--- src/design/scs_pkg.sv ---
// ----------------------------------------------------------------------------
// scs_pkg: shared types and constants of the stepped clamp sequencer
// Word layouts, table rows, register indexes and state codes.
// ----------------------------------------------------------------------------
package scs_pkg;

    // Table sizing.
    localparam int MAX_LEVELS = 16;
    localparam int LVL_W      = $clog2(MAX_LEVELS);
    localparam int CNT_W      = LVL_W + 1;

    // Fixed field widths.
    localparam int DUR_W       = 47;
    localparam int VOLT_W      = 32;
    localparam int TIME_W      = 48;
    localparam int GAIN_W      = 32;
    localparam int DIFF_W      = 34;
    localparam int CNT_FIELD_W = 5;

    // Configuration port.
    localparam int CFG_IDX_W  = 2;
    localparam int CFG_DATA_W = 32;
    localparam logic [CFG_IDX_W-1:0] CFG_LEVEL_COUNT = 2'd0;
    localparam logic [CFG_IDX_W-1:0] CFG_INV_RESIST  = 2'd1;
    localparam logic [CFG_IDX_W-1:0] CFG_NODE_GAIN   = 2'd2;

    // Largest switch time, and the switch time before the first level.
    localparam logic signed [TIME_W-1:0] TIME_MAX  = 48'sh7FFF_FFFF_FFFF;
    localparam logic signed [TIME_W-1:0] TIME_NONE = -48'sd1;

    typedef enum logic {
        OP_WRITE  = 1'b0,
        OP_SAMPLE = 1'b1
    } t_op;

    typedef struct packed {
        t_op                      op;
        logic [LVL_W-1:0]         level_index;
        logic [DUR_W-1:0]         level_duration;
        logic signed [VOLT_W-1:0] level_voltage;
        logic [DUR_W-1:0]         sample_time;
        logic signed [VOLT_W-1:0] node_voltage;
        logic signed [VOLT_W-1:0] ext_voltage;
    } t_in;

    typedef struct packed {
        logic [LVL_W-1:0]         active_level;
        logic signed [VOLT_W-1:0] clamp_voltage;
        logic                     clamp_on;
        logic signed [TIME_W-1:0] clamp_current;
        logic signed [TIME_W-1:0] rhs_add;
        logic [GAIN_W-1:0]        diag_add;
        logic signed [TIME_W-1:0] chain_end_time;
        logic                     index_error;
    } t_out;

    // Row of the level table: what software wrote for one level.
    typedef struct packed {
        logic [DUR_W-1:0]         duration;
        logic signed [VOLT_W-1:0] voltage;
    } t_parm_row;

    // Row of the switch time table: start and stop of one level.
    typedef struct packed {
        logic signed [TIME_W-1:0] start_time;
        logic signed [TIME_W-1:0] stop_time;
    } t_time_row;

    typedef enum logic [2:0] {
        ST_IDLE,
        ST_WALK,
        ST_REBUILD,
        ST_MUL,
        ST_FIN,
        ST_EMIT
    } t_state;

endpackage

--- src/design/scs_mulq.sv ---
// ----------------------------------------------------------------------------
// scs_mulq: rounded Q16.16 product unit
// Sign-magnitude product of a difference and an unsigned gain, rounded
// half up on the magnitude and saturated to 48 bits. One register stage.
// ----------------------------------------------------------------------------
module scs_mulq (
    input  logic                              i_clk,
    input  logic signed [scs_pkg::DIFF_W-1:0] i_d,
    input  logic [scs_pkg::GAIN_W-1:0]        i_g,
    output logic signed [scs_pkg::TIME_W-1:0] o_q
);
    import scs_pkg::*;

    localparam int HI_W  = DIFF_W - 16;
    localparam int PHI_W = HI_W + GAIN_W;
    localparam int PLO_W = 16 + GAIN_W;
    localparam int ACC_W = PHI_W + 2;
    localparam logic [ACC_W-1:0] MAG_LIMIT = ACC_W'(TIME_MAX) + ACC_W'(1);

    logic [DIFF_W-1:0] mag;
    logic              r_neg;
    logic [PHI_W-1:0]  r_hi;
    logic [PLO_W-1:0]  r_lo;
    logic [PLO_W:0]    lo_round;
    logic [ACC_W-1:0]  sum;

    // The magnitude of the most negative difference still fits unsigned.
    assign mag = i_d[DIFF_W-1] ? DIFF_W'(-i_d) : DIFF_W'(i_d);

    always_ff @(posedge i_clk) begin
        r_neg <= i_d[DIFF_W-1];
        r_hi  <= PHI_W'(mag[DIFF_W-1:16]) * PHI_W'(i_g);
        r_lo  <= PLO_W'(mag[15:0]) * PLO_W'(i_g);
    end

    always_comb begin
        lo_round = {1'b0, r_lo} + (PLO_W+1)'(32'h8000);
        sum      = ACC_W'(r_hi) + ACC_W'(lo_round >> 16);
        if (r_neg) begin
            if (sum > MAG_LIMIT) begin
                o_q = -TIME_MAX - TIME_W'(1);
            end else begin
                o_q = -$signed(sum[TIME_W-1:0]);
            end
        end else begin
            if (sum > ACC_W'(TIME_MAX)) begin
                o_q = TIME_MAX;
            end else begin
                o_q = $signed(sum[TIME_W-1:0]);
            end
        end
    end

endmodule

--- config.mk ---
export PLATFORM = sky130hd
export DESIGN_NAME = scs_mulq
export DESIGN_NICKNAME = d
export VERILOG_FILES = /design/src/design/scs_pkg.sv /design/src/design/scs_mulq.sv
export SDC_FILE = /design/constraint.sdc
export NUM_CORES = 2
export LEC_CHECK = 0
export CORE_ASPECT_RATIO = 0.9
export CORE_MARGIN = 8
export CORE_UTILIZATION = 50
export CTS_BUF_LIST = sky130_fd_sc_hd__clkbuf_8
export DETAILED_ROUTE_END_ITERATION = 16
export DONT_BUFFER_PORTS = 1
export GPL_ROUTABILITY_DRIVEN = 0
export GPL_TIMING_DRIVEN = 1
export SLEW_MARGIN = 20
export SYNTH_ARGS = -nofsm -noshare
export SYNTH_HDL_FRONTEND = slang
export SYNTH_SLANG_ARGS = --single-unit
--- constraint.sdc ---
create_clock -name i_clk -period 11.97 [get_ports i_clk]
set_input_delay 1.197 -clock i_clk [delete_from_list [all_inputs] [get_ports i_clk]]
set_output_delay 1.197 -clock i_clk [all_outputs]
set_load 0.05 [all_outputs]
==> results_dict.tcl <==
set metrics [dict create \
    outcome "completed" \
    fin_ws_ps 955.0 \
    numCtsBuffers 9 \
    tns_ps 0 \
    grt_pass1_wl_um 187900 \
    fmax_ghz 0.09079 \
    synthCells 4925 \
    drcViolationCount 0 \
    ant_nets 0 \
    crit_top_cell "fa_1" \
    io_buffers 0 \
    cts_tree "yes" \
    routed.top_layer "met5" \
    worstPathMaxFanout 28 \
    clk_pin_slew_ps 80 \
    start_util 0.5029 \
    mostFrequentLayoutCells "1085 x inv_1, 898 x fa_1, 833 x nand2_1" \
    max_stage_delay_ps 590 \
    cts-root-buf "clkbuf_8" \
    start_kind "input port" \
    path_class "in -> reg" \
    maxCapViolCount 0 \
    dr.pass1.iters 6 \
    synthXorXnorAreaFrac 0.04197 \
    die_width_um 319.6 \
    dr_total_vias 31921 \
    grt_usage 0.2534 \
    antenna_found_initial 3 \
    drive_gt1_frac 0.03147 \
    cts_buffer_depth 2 \
    cts_sinks 84 \
    mostFrequentLayoutCell "inv_1" \
    synth_edf_count 0 \
    overflow 0 \
    n_fill_cell 7948 \
    initialDrtViolationCount 1838 \
    synth_cell_types 94 \
    ios 115 \
    min-delay-path-class "in -> reg" \
    ys_ff_latch 84 \
    grt_pass1_vias 34239 \
    syn_area_sq_mm 0.04147 \
    cts_setup_buffers 0 \
    hold_viol 0 \
    wl_met2_um 53240 \
    synth_top_family_by_area "adder cells" \
    h-tree-depth 3 \
    wl_met1_um 49610 \
    setup_viol 0 \
    async_flop_share 0 \
    synthMuxAreaShare 0.002776 \
    wl_per_cell_um 19.50 \
    yosysWarnings 0 \
    dpl_cell_area_sq_mm 0.04240 \
    max_slew_margin 0.2776 \
    synth-compound-area-share 0.08180 \
    dp_slack_ps 608.3 \
    cp_data_required_time_ps 12280 \
    fin_nets 5973 \
    ys_seq_area_frac 0.04055 \
    post_synth.cell_area_avg_sq_um 8.419 \
    dp_hpwl_um 88120 \
    vias_per_cell 5.498 \
    tightestPinTransition_ps 1084 \
    routed_wl_um 113200 \
    design_area_sq_mm 0.04263 \
    synth_top_cell_area_share 0.4335 \
    multi_input_area_sq_mm 0.03505 \
    grt_max_degree 64 \
    post-route-period-util 0.9202 \
    fin_crit_ps 11020 \
    die_h_um 289.2 \
    synthAdderAreaFrac 0.5174 \
    synthSimpleGateAreaFrac 0.1936 \
    synthFlopType "dfxtp_1" \
    synth_area_leader_cell "fa_1" \
    cp.arrival_ps 11330 \
    syn-num-nets 6168 \
    rsz0062_at_grt "false" \
    register_area_sq_mm 0.001683 \
    wl_met3_um 6716 \
    dieArea_sq_mm 0.09242 \
    cts_resized 0 \
    maxSlewViolCount 0 \
    worstSetupEndpointType "flip-flop" \
    hold_buffers 0 \
    synthTopCellsByArea "fa_1 43%, inv_1 9.8%, ha_1 8.4%, nand2_1 7.5%, and2_1 5.9%" \
    core_sq_mm 0.08245 \
    num_rows 100 \
    syn2layout_area_growth_pct 2.797 \
    crit_slowest_cell "fa_1" \
]
[kinds of logic after synthesis]
kind of cell | count (synthesis)
DFF | 84
adders and majority gates | 1176
xor gates and xnor gates | 197
muxes | 11
AOI/OAI and AO/OA | 467
buffers and inverters | 1326
and+or+nand+nor | 1664
[metal layers]
| metal | GRT usage | up-vias |
|---|---|---|
| met3 | 0.03043 | 157 |
| met2 | 0.4309 | 919 |
| li1 | - | 14475 |
| met4 | 0.07291 | 2 |
| met5 | 0 | - |
| met1 | 0.3414 | 16368 |
[flip-flops by register name (all words and copies together), names as in the netlist]
register  cells
r_neg         1
r_hi         50
r_lo         33
[critical path: cells and delay by family]
kind	cells	cell delay [ps]
buf+inv	4	650
fa+ha+maj	7	3400
xor+xnor	2	330
compound gates	7	1840
simple gates	11	3940
[area by class of cell]
class                           count  share of cell area
Clock inverter                      5            0.001820
Multi-Input combinational cell   3515              0.8222
Inverter                         1084             0.09546
Antenna cell                        1          0.00005871
Clock buffer                       10            0.003229
Timing Repair Buffer               36            0.006340
Sequential cell                    84             0.03948
Tap cell                         1071             0.03144
[cell usage after synthesis, drive strengths merged, types with 10 or more instances]
| master | n |
|---|---|
| a211oi | 26 |
| a21o | 59 |
| a21oi | 114 |
| a221oi | 21 |
| a22o | 14 |
| and2 | 393 |
| and3 | 33 |
| and4 | 10 |
| buf | 20 |
| clkbuf | 222 |
| dfxtp | 84 |
| fa | 898 |
| ha | 278 |
| inv | 1084 |
| nand2 | 833 |
| nand2b | 29 |
| nand3 | 56 |
| nand4 | 33 |
| nor2 | 117 |
| nor2b | 21 |
| nor3 | 56 |
| nor4 | 21 |
| o211ai | 15 |
| o21a | 30 |
| o21ai | 77 |
| o21bai | 13 |
| o31ai | 14 |
| or3 | 22 |
| or4 | 12 |
| xnor2 | 145 |
| xor2 | 52 |
[final timing paths]
check	start	end	slack, ps	cells after the start
min	i_d[33]	r_neg	830	0
max	i_d[1]	r_hi[43]	950	31
[per-stage QoR]
stage / cells / hold slack [ps] / util
2_1_floorplan: 4925 / 1225 / -
5_1_grt: 5805 / 798.3 / 0.5169
3_3_place_gp: 5790 / 1238 / 0.5141
4_1_cts: 5805 / 822.2 / 0.5168
6_report: 5806 / 834.3 / 0.5170
3_5_place_dp: 5790 / 1239 / 0.5142
Power is not shown: default switching activity piles up to over one toggle a cycle in this logic, so the estimate is an artifact.
