File: config.mk
export PLATFORM = sky130hd
export DESIGN_NAME = scs_ram
export DESIGN_NICKNAME = d
export VERILOG_FILES = /design/src/design/scs_ram.sv
export SDC_FILE = /design/constraint.sdc
export NUM_CORES = 1
export LEC_CHECK = 0
export BUFFER_PORTS_ARGS = -buffer_cell sky130_fd_sc_hd__buf_2
export CORE_AREA = 2 2 99 101
export CTS_BUF_LIST = sky130_fd_sc_hd__clkbuf_8
export CTS_CLUSTER_DIAMETER = 200
export DETAILED_ROUTE_END_ITERATION = 6
export DIE_AREA = 0 0 101 103
export GPL_TIMING_DRIVEN = 1
export PLACE_DENSITY = 0.88
export SLEW_MARGIN = 20
export SYNTH_ARGS = -nofsm -noshare
export SYNTH_HDL_FRONTEND = slang
export SYNTH_SLANG_ARGS = --single-unit
File: constraint.sdc
create_clock -name i_clk -period 1.6 [get_ports i_clk]
set_input_delay 0.08 -clock i_clk [delete_from_list [all_inputs] [get_ports i_clk]]
set_output_delay 0.08 -clock i_clk [all_outputs]
set_load 0.02 [all_outputs]
File: src/design/scs_ram.sv
// ----------------------------------------------------------------------------
// scs_ram: generic simple dual-port RAM
// One write port and one read port with a registered read.
// ----------------------------------------------------------------------------
module scs_ram #(
    parameter int WIDTH = 8,
    parameter int DEPTH = 16,
    localparam int ADDR_W = $clog2(DEPTH)
) (
    input  logic              i_clk,
    input  logic              i_we,
    input  logic [ADDR_W-1:0] i_waddr,
    input  logic [WIDTH-1:0]  i_wdata,
    input  logic [ADDR_W-1:0] i_raddr,
    output logic [WIDTH-1:0]  o_rdata
);

    logic [WIDTH-1:0] r_mem [DEPTH];
    logic [WIDTH-1:0] r_rdata;

    always_ff @(posedge i_clk) begin
        if (i_we) begin
            r_mem[i_waddr] <= i_wdata;
        end
        r_rdata <= r_mem[i_raddr];
    end

    assign o_rdata = r_rdata;

endmodule

==> impl_metrics.env, run 1 <==
export IMPL_port_buffers=25
export IMPL_synth_common_cells="edfxtp_1 (128), mux4_2 (18), a22oi_1 (16)"
export IMPL_grt_pass1_wl_um=14470
export IMPL_overflow=0
export IMPL_synth_cell_area_sq_um=5147
export IMPL_drcViolationCount=0
export IMPL_coreArea_sq_um=9459
export IMPL_vias_per_cell=6.058
export IMPL_path_class="flip-flop to flip-flop"
export IMPL_crit_required_ns=1.91
export IMPL_syn_nets=247
export IMPL_fin_crit_sh=0.8773
export IMPL_start_util=0.5442
export IMPL_dp_slack_ns=0.06453
export IMPL_cts_resized=0
export IMPL_drive_above_1_share=0.3221
export IMPL_r2r_slack_ns=0.20
export IMPL_p_leak_nw=2.043
export IMPL_worstHoldStart="i_wdata[6]"
export IMPL_drv_slew=0
export IMPL_dieArea_sq_um=10400
export IMPL_reg2regPathDepth=3
export IMPL_final_min_clock_period_ns=1.404
export IMPL_seq_area_frac_synth=0.7778
export IMPL_start_kind="flip-flop"
export IMPL_cts_sinks=136
export IMPL_root_buffer="clkbuf_8"
export IMPL_outcome="finished clean"
export IMPL_synthTopCellsByArea="edfxtp_1 (75%), mux4_2 (7.9%), mux4_1 (7.1%), dfxtp_1 (3.1%), a22oi_1 (2.3%)"
export IMPL_grt_pass1_vias=2596
export IMPL_cp_data_arrival_time_ns=1.71
export IMPL_drtAntennaViolNets=0
export IMPL_synth_cell_types=19
export IMPL_antenna_found_initial=0
export IMPL_synth_edf_count=128
export IMPL_yosys_warnings=0
export IMPL_synthCells=229
export IMPL_avgSynthCellArea_sq_um=22.48
export IMPL_post_drt_wl_per_cell_um=23.59
export IMPL_setup_viol=0
export IMPL_vdd_drop_max_mv=0.7699
export IMPL_hold_violations=0
export IMPL_slew_headroom=0.7320
export IMPL_insertion_delay_ns=0.44
export IMPL_max_clock_freq_mhz=712.4
export IMPL_die_h_um=103
export IMPL_ys_ff_latch=136
export IMPL_nNetsFinal=303
export IMPL_powerDensity_nw_per_um2=1246
export IMPL_cts_hold_buf=0
export IMPL_final_setup_tns_ns=0
export IMPL_synth_most_common_cell="edfxtp_1"
export IMPL_worstPathMaxFanout=1
export IMPL_h_tree_depth=4
export IMPL_hpwl_um=6532
export IMPL_worstReg2RegEnd="o_rdata[2]"
export IMPL_fin_ws_ns=0.1964
export IMPL_synth_area_leader_cell="edfxtp_1"
export IMPL_wl_um=9718
export IMPL_num_vias=2496
export IMPL_cts_inserted_buffers=17
export IMPL_die_w_um=101
export IMPL_cts_buffer_depth=2
export IMPL_area_growth_synth_to_final_pct=15.78
export IMPL_place_congestion=0.7522
export IMPL_max_cap_viol_count=0
export IMPL_worst_pin_slew_ns=0.4020
export IMPL_synth_main_ff_cell="edfxtp_1"
export IMPL_path_clk_slew_ns=0.07
export IMPL_synth_top_area_share=0.7467
export IMPL_r2r_start="r_mem[9][2]"
export IMPL_rsz0062_at_grt="false"
export IMPL_hp_class="input port to flip-flop"
export IMPL_cts_tree="done"
export IMPL_track_usage=0.2015
export IMPL_grt_max_degree=23
export IMPL_drt_iter0_drc=253
export IMPL_ioPinCount=26
export IMPL_skew_ns=0.008231
export IMPL_antenna_cells=0
export IMPL_synthArstFlopShare=0
export IMPL_cts_setup_buffers=0
export IMPL_dr_pass1_iters=5
export IMPL_holdPathStages=1
export IMPL_placementRows=36
export IMPL_end_kind="flip-flop"
export IMPL_min_to="r_mem[7][6]"
-- worst max-delay path, stage by stage (launching register included) --
cell and delay, ns:
edfxtp_1 0.40, mux4_1 0.53, a22oi_1 0.27, nand2_1 0.09
-- logic make-up (layout without fill, tap and decap cells) --
group / after synthesis / after routing / share of synthesized area
flip-flops: 136 / 136 / 0.7778
AO/OA/AOI/OAI: 16 / 16 / 0.02334
multiplexers: 32 / 32 / 0.1502
buffers and inverters: 10 / 79 / 0.01677
AND/OR/NAND/NOR: 35 / 35 / 0.03184
-- cell usage in the layout, fill, tap and decap left out --
master	count
edfxtp_1	128
buf_2	25
buf_4	20
clkbuf_8	19
mux4_2	18
a22oi_1	16
mux4_1	14
nor2_1	13
nand2_1	9
dfxtp_1	8
nor3_1	4
bufinv_16	4
clkinv_4	3
nand3b_1	2
nand2b_1	2
clkinvlp_4	2
clkinv_2	2
inv_1	2
buf_12	2
nor2b_1	1
and2_1	1
and2b_1	1
nand3_1	1
or3b_2	1
-- metal layers --
metal,track usage,routed length (um),vias to the layer above
met5,0,0,-
met3,0.06373,713,15
met1,0.2587,3921,1287
met4,0.08940,165,0
li1,-,-,1084
met2,0.3210,4917,110
-- worst max path at each step --
| stage | from | endpoint | slack (ns) |
|---|---|---|---|
| 5_1_grt | r_mem[9][2] | o_rdata[2] | 0.13 |
| 6_report | r_mem[9][2] | o_rdata[2] | 0.20 |
| 3_5_place_dp | i_raddr[0] | o_rdata[3] | 0.06 |
| 4_1_cts | r_mem[5][3] | o_rdata[3] | 0.21 |
| 3_3_place_gp | i_raddr[0] | o_rdata[5] | 0.12 |
| 2_1_floorplan | i_waddr[2] | r_mem[0][0] | 0.03 |
-- power breakdown --
group | switching [W] | total (W) | internal (W)
Combinational | 0.000233 | 0.000398 | 0.000165
Sequential | 0.0000276 | 0.00401 | 0.00398
Clock | 0.00125 | 0.00302 | 0.00177
-- through the flow --
stage | power [W] | cell area, sq um | std cells | util | hold slack [ns]
finish | 0.007427 | 5959 | 412 | 0.6300 | 0.01896
global route | 0.007633 | 5959 | 412 | 0.6300 | 0.02323
detailed placement | 0.004487 | 5519 | 380 | 0.5835 | 0.4799
global placement | 0.004456 | 5519 | 380 | 0.5835 | 0.4571
CTS | 0.007467 | 5959 | 412 | 0.6300 | 0.006849
floorplan | 0.004306 | 5147 | 229 | - | 0.1789
-- sequential cells by signal, summed over array words and instances (netlist names) --
signal   count
o_rdata      8
r_mem      128
-- final cells by class --
type / count / area [sq um]
Fill cell: 599 / 3500
Clock buffer: 19 / 261.5
Sequential cell: 136 / 4004
Multi-Input combinational cell: 83 / 1057
Timing Repair Buffer: 47 / 315.3
Clock inverter: 13 / 178.9
Tap cell: 114 / 142.6
Power figures use the tool's default switching activity.
==> run 2: changes to the inputs <==
==> constraint.sdc (replaced) <==
create_clock -name i_clk -period 1.6 [get_ports i_clk]
set_input_delay 0.24 -clock i_clk [delete_from_list [all_inputs] [get_ports i_clk]]
set_output_delay 0.24 -clock i_clk [all_outputs]
set_load 0.02 [all_outputs]
==> run 2 against run 1 <==
Critical path depth is the same. Power grew 2.1%. Utilization increased by 0.50 points. Fmax is 0.30% higher. Sequential cell count did not move. Clock skew is 0.0014 ns lower. Global-route usage decreased by 0.17 points. Sequential share of layout area fell by 0.53 points. Routed wire length down 1.2%. Final cell count is 0.24% higher. Setup slack better by 0.0042 ns. Largest power group unchanged. Highest routed layer unchanged.
==> impl_metrics.env, run 2 (synthesized netlist as in run 1, its figures left out) <==
export IMPL_outcome="finished clean"
export IMPL_final_min_clock_period_ns=1.399
export IMPL_crit_required_ns=1.90
export IMPL_drt_iter0_drc=142
export IMPL_cts_inserted_buffers=17
export IMPL_drv_slew=0
export IMPL_die_w_um=101
export IMPL_top_register="r_mem"
export IMPL_h_tree_depth=4
export IMPL_post_drt_wl_per_cell_um=23.25
export IMPL_start_kind="flip-flop"
export IMPL_cp_data_arrival_time_ns=1.70
export IMPL_port_buffers=25
export IMPL_worst_pin_slew_ns=0.3484
export IMPL_root_buffer="clkbuf_8"
export IMPL_overflow=0
export IMPL_drive_above_1_share=0.3311
export IMPL_cts_buffer_depth=2
export IMPL_track_usage=0.1998
export IMPL_dp_cells=381
export IMPL_cts_setup_buffers=0
export IMPL_num_vias=2512
export IMPL_dieArea_sq_um=10400
export IMPL_max_clock_freq_mhz=714.6
export IMPL_path_clk_slew_ns=0.07
export IMPL_antenna_found_initial=0
export IMPL_die_h_um=103
export IMPL_n_fill_cell=623
export IMPL_largest_reg_flops=128
export IMPL_drcViolationCount=0
export IMPL_power_w=0.007585
export IMPL_p_leak_nw=2.051
export IMPL_antenna_cells=0
export IMPL_cts_resized=0
export IMPL_area_growth_synth_to_final_pct=16.70
export IMPL_grt_pass1_vias=2554
export IMPL_fin_cells=413
export IMPL_place_congestion=0.7483
export IMPL_coreArea_sq_um=9459
export IMPL_end_kind="flip-flop"
export IMPL_insertion_delay_ns=0.42
export IMPL_rsz0062_at_grt="false"
export IMPL_hold_violations=0
export IMPL_design_area_sq_um=6007
export IMPL_skew_ns=0.006805
export IMPL_placementRows=36
export IMPL_cts_sinks=136
export IMPL_grt_max_degree=33
export IMPL_dr_pass1_iters=4
export IMPL_powerDensity_nw_per_um2=1263
export IMPL_cts_tree="done"
export IMPL_place_area_sq_um=5544
export IMPL_hp_class="input port to flip-flop"
export IMPL_wl_um=9603
export IMPL_final_util=0.6351
export IMPL_drtAntennaViolNets=0
export IMPL_slew_headroom=0.7677
export IMPL_nNetsFinal=304
export IMPL_worstPathMaxFanout=1
export IMPL_setup_viol=0
export IMPL_start_util=0.5442
export IMPL_max_cap_viol_count=0
export IMPL_fin_crit_sh=0.8747
export IMPL_final_setup_tns_ns=0
export IMPL_final_common_cell="edfxtp_1"
export IMPL_grt_pass1_wl_um=14310
export IMPL_most_common_layout_cells="edfxtp_1 (128), buf_2 (25), buf_4 (20)"
export IMPL_ioPinCount=26
export IMPL_vdd_drop_max_mv=0.6443
export IMPL_vias_per_cell=6.082
export IMPL_path_class="flip-flop to flip-flop"
export IMPL_cts_hold_buf=0
run 2: final timing paths:
path | depth (start not counted) | slack (ns) | endpoint | startpoint
setup / recovery | 3 | 0.20 | o_rdata[1] | r_mem[4][1]
hold / removal | 1 | 0.20 | r_mem[15][7] | i_wdata[7]
setup reg to reg | 3 | 0.20 | o_rdata[1] | r_mem[4][1]
hold reg to reg | 3 | 0.69 | o_rdata[3] | r_mem[11][3]
run 2: final cells by class:
type | count | area, sq um | share of cell area
sequential | 136 | 4004 | 0.6665
multi-input combinational | 83 | 1062 | 0.1768
timing repair buffer | 48 | 335.3 | 0.05582
clock buffer | 19 | 261.5 | 0.04353
clock inverter | 13 | 201.4 | 0.03353
tap | 114 | 142.6 | 0.02375
run 2: stage by stage:
step	worst slack, ns	hold slack, ns
floorplan	0.09385	0.3389
global placement	-0.05895	0.6166
detailed placement	-0.09205	0.6372
CTS	0.2121	0.1769
global route	0.1692	0.1877
finish	0.2005	0.1975
run 2: critical path, cell delays in order, from the launching register on:
cell and delay [ns]:
edfxtp_1 0.39, mux4_1 0.53, a22oi_1 0.26, nand2_1 0.10
run 2: where the power goes:
| part | internal, W | switching, W |
|---|---|---|
| Combinational | 0.000169 | 0.000231 |
| Sequential | 0.00398 | 0.0000255 |
| Clock | 0.00193 | 0.00125 |
| Total | 0.00607 | 0.00151 |
run 2: layer usage:
| metal | share of wire | GRT usage |
|---|---|---|
| met5 | 0 | 0 |
| met4 | 0.0085 | 0.06861 |
| met3 | 0.046 | 0.05085 |
| met2 | 0.53 | 0.3400 |
| met1 | 0.42 | 0.2544 |
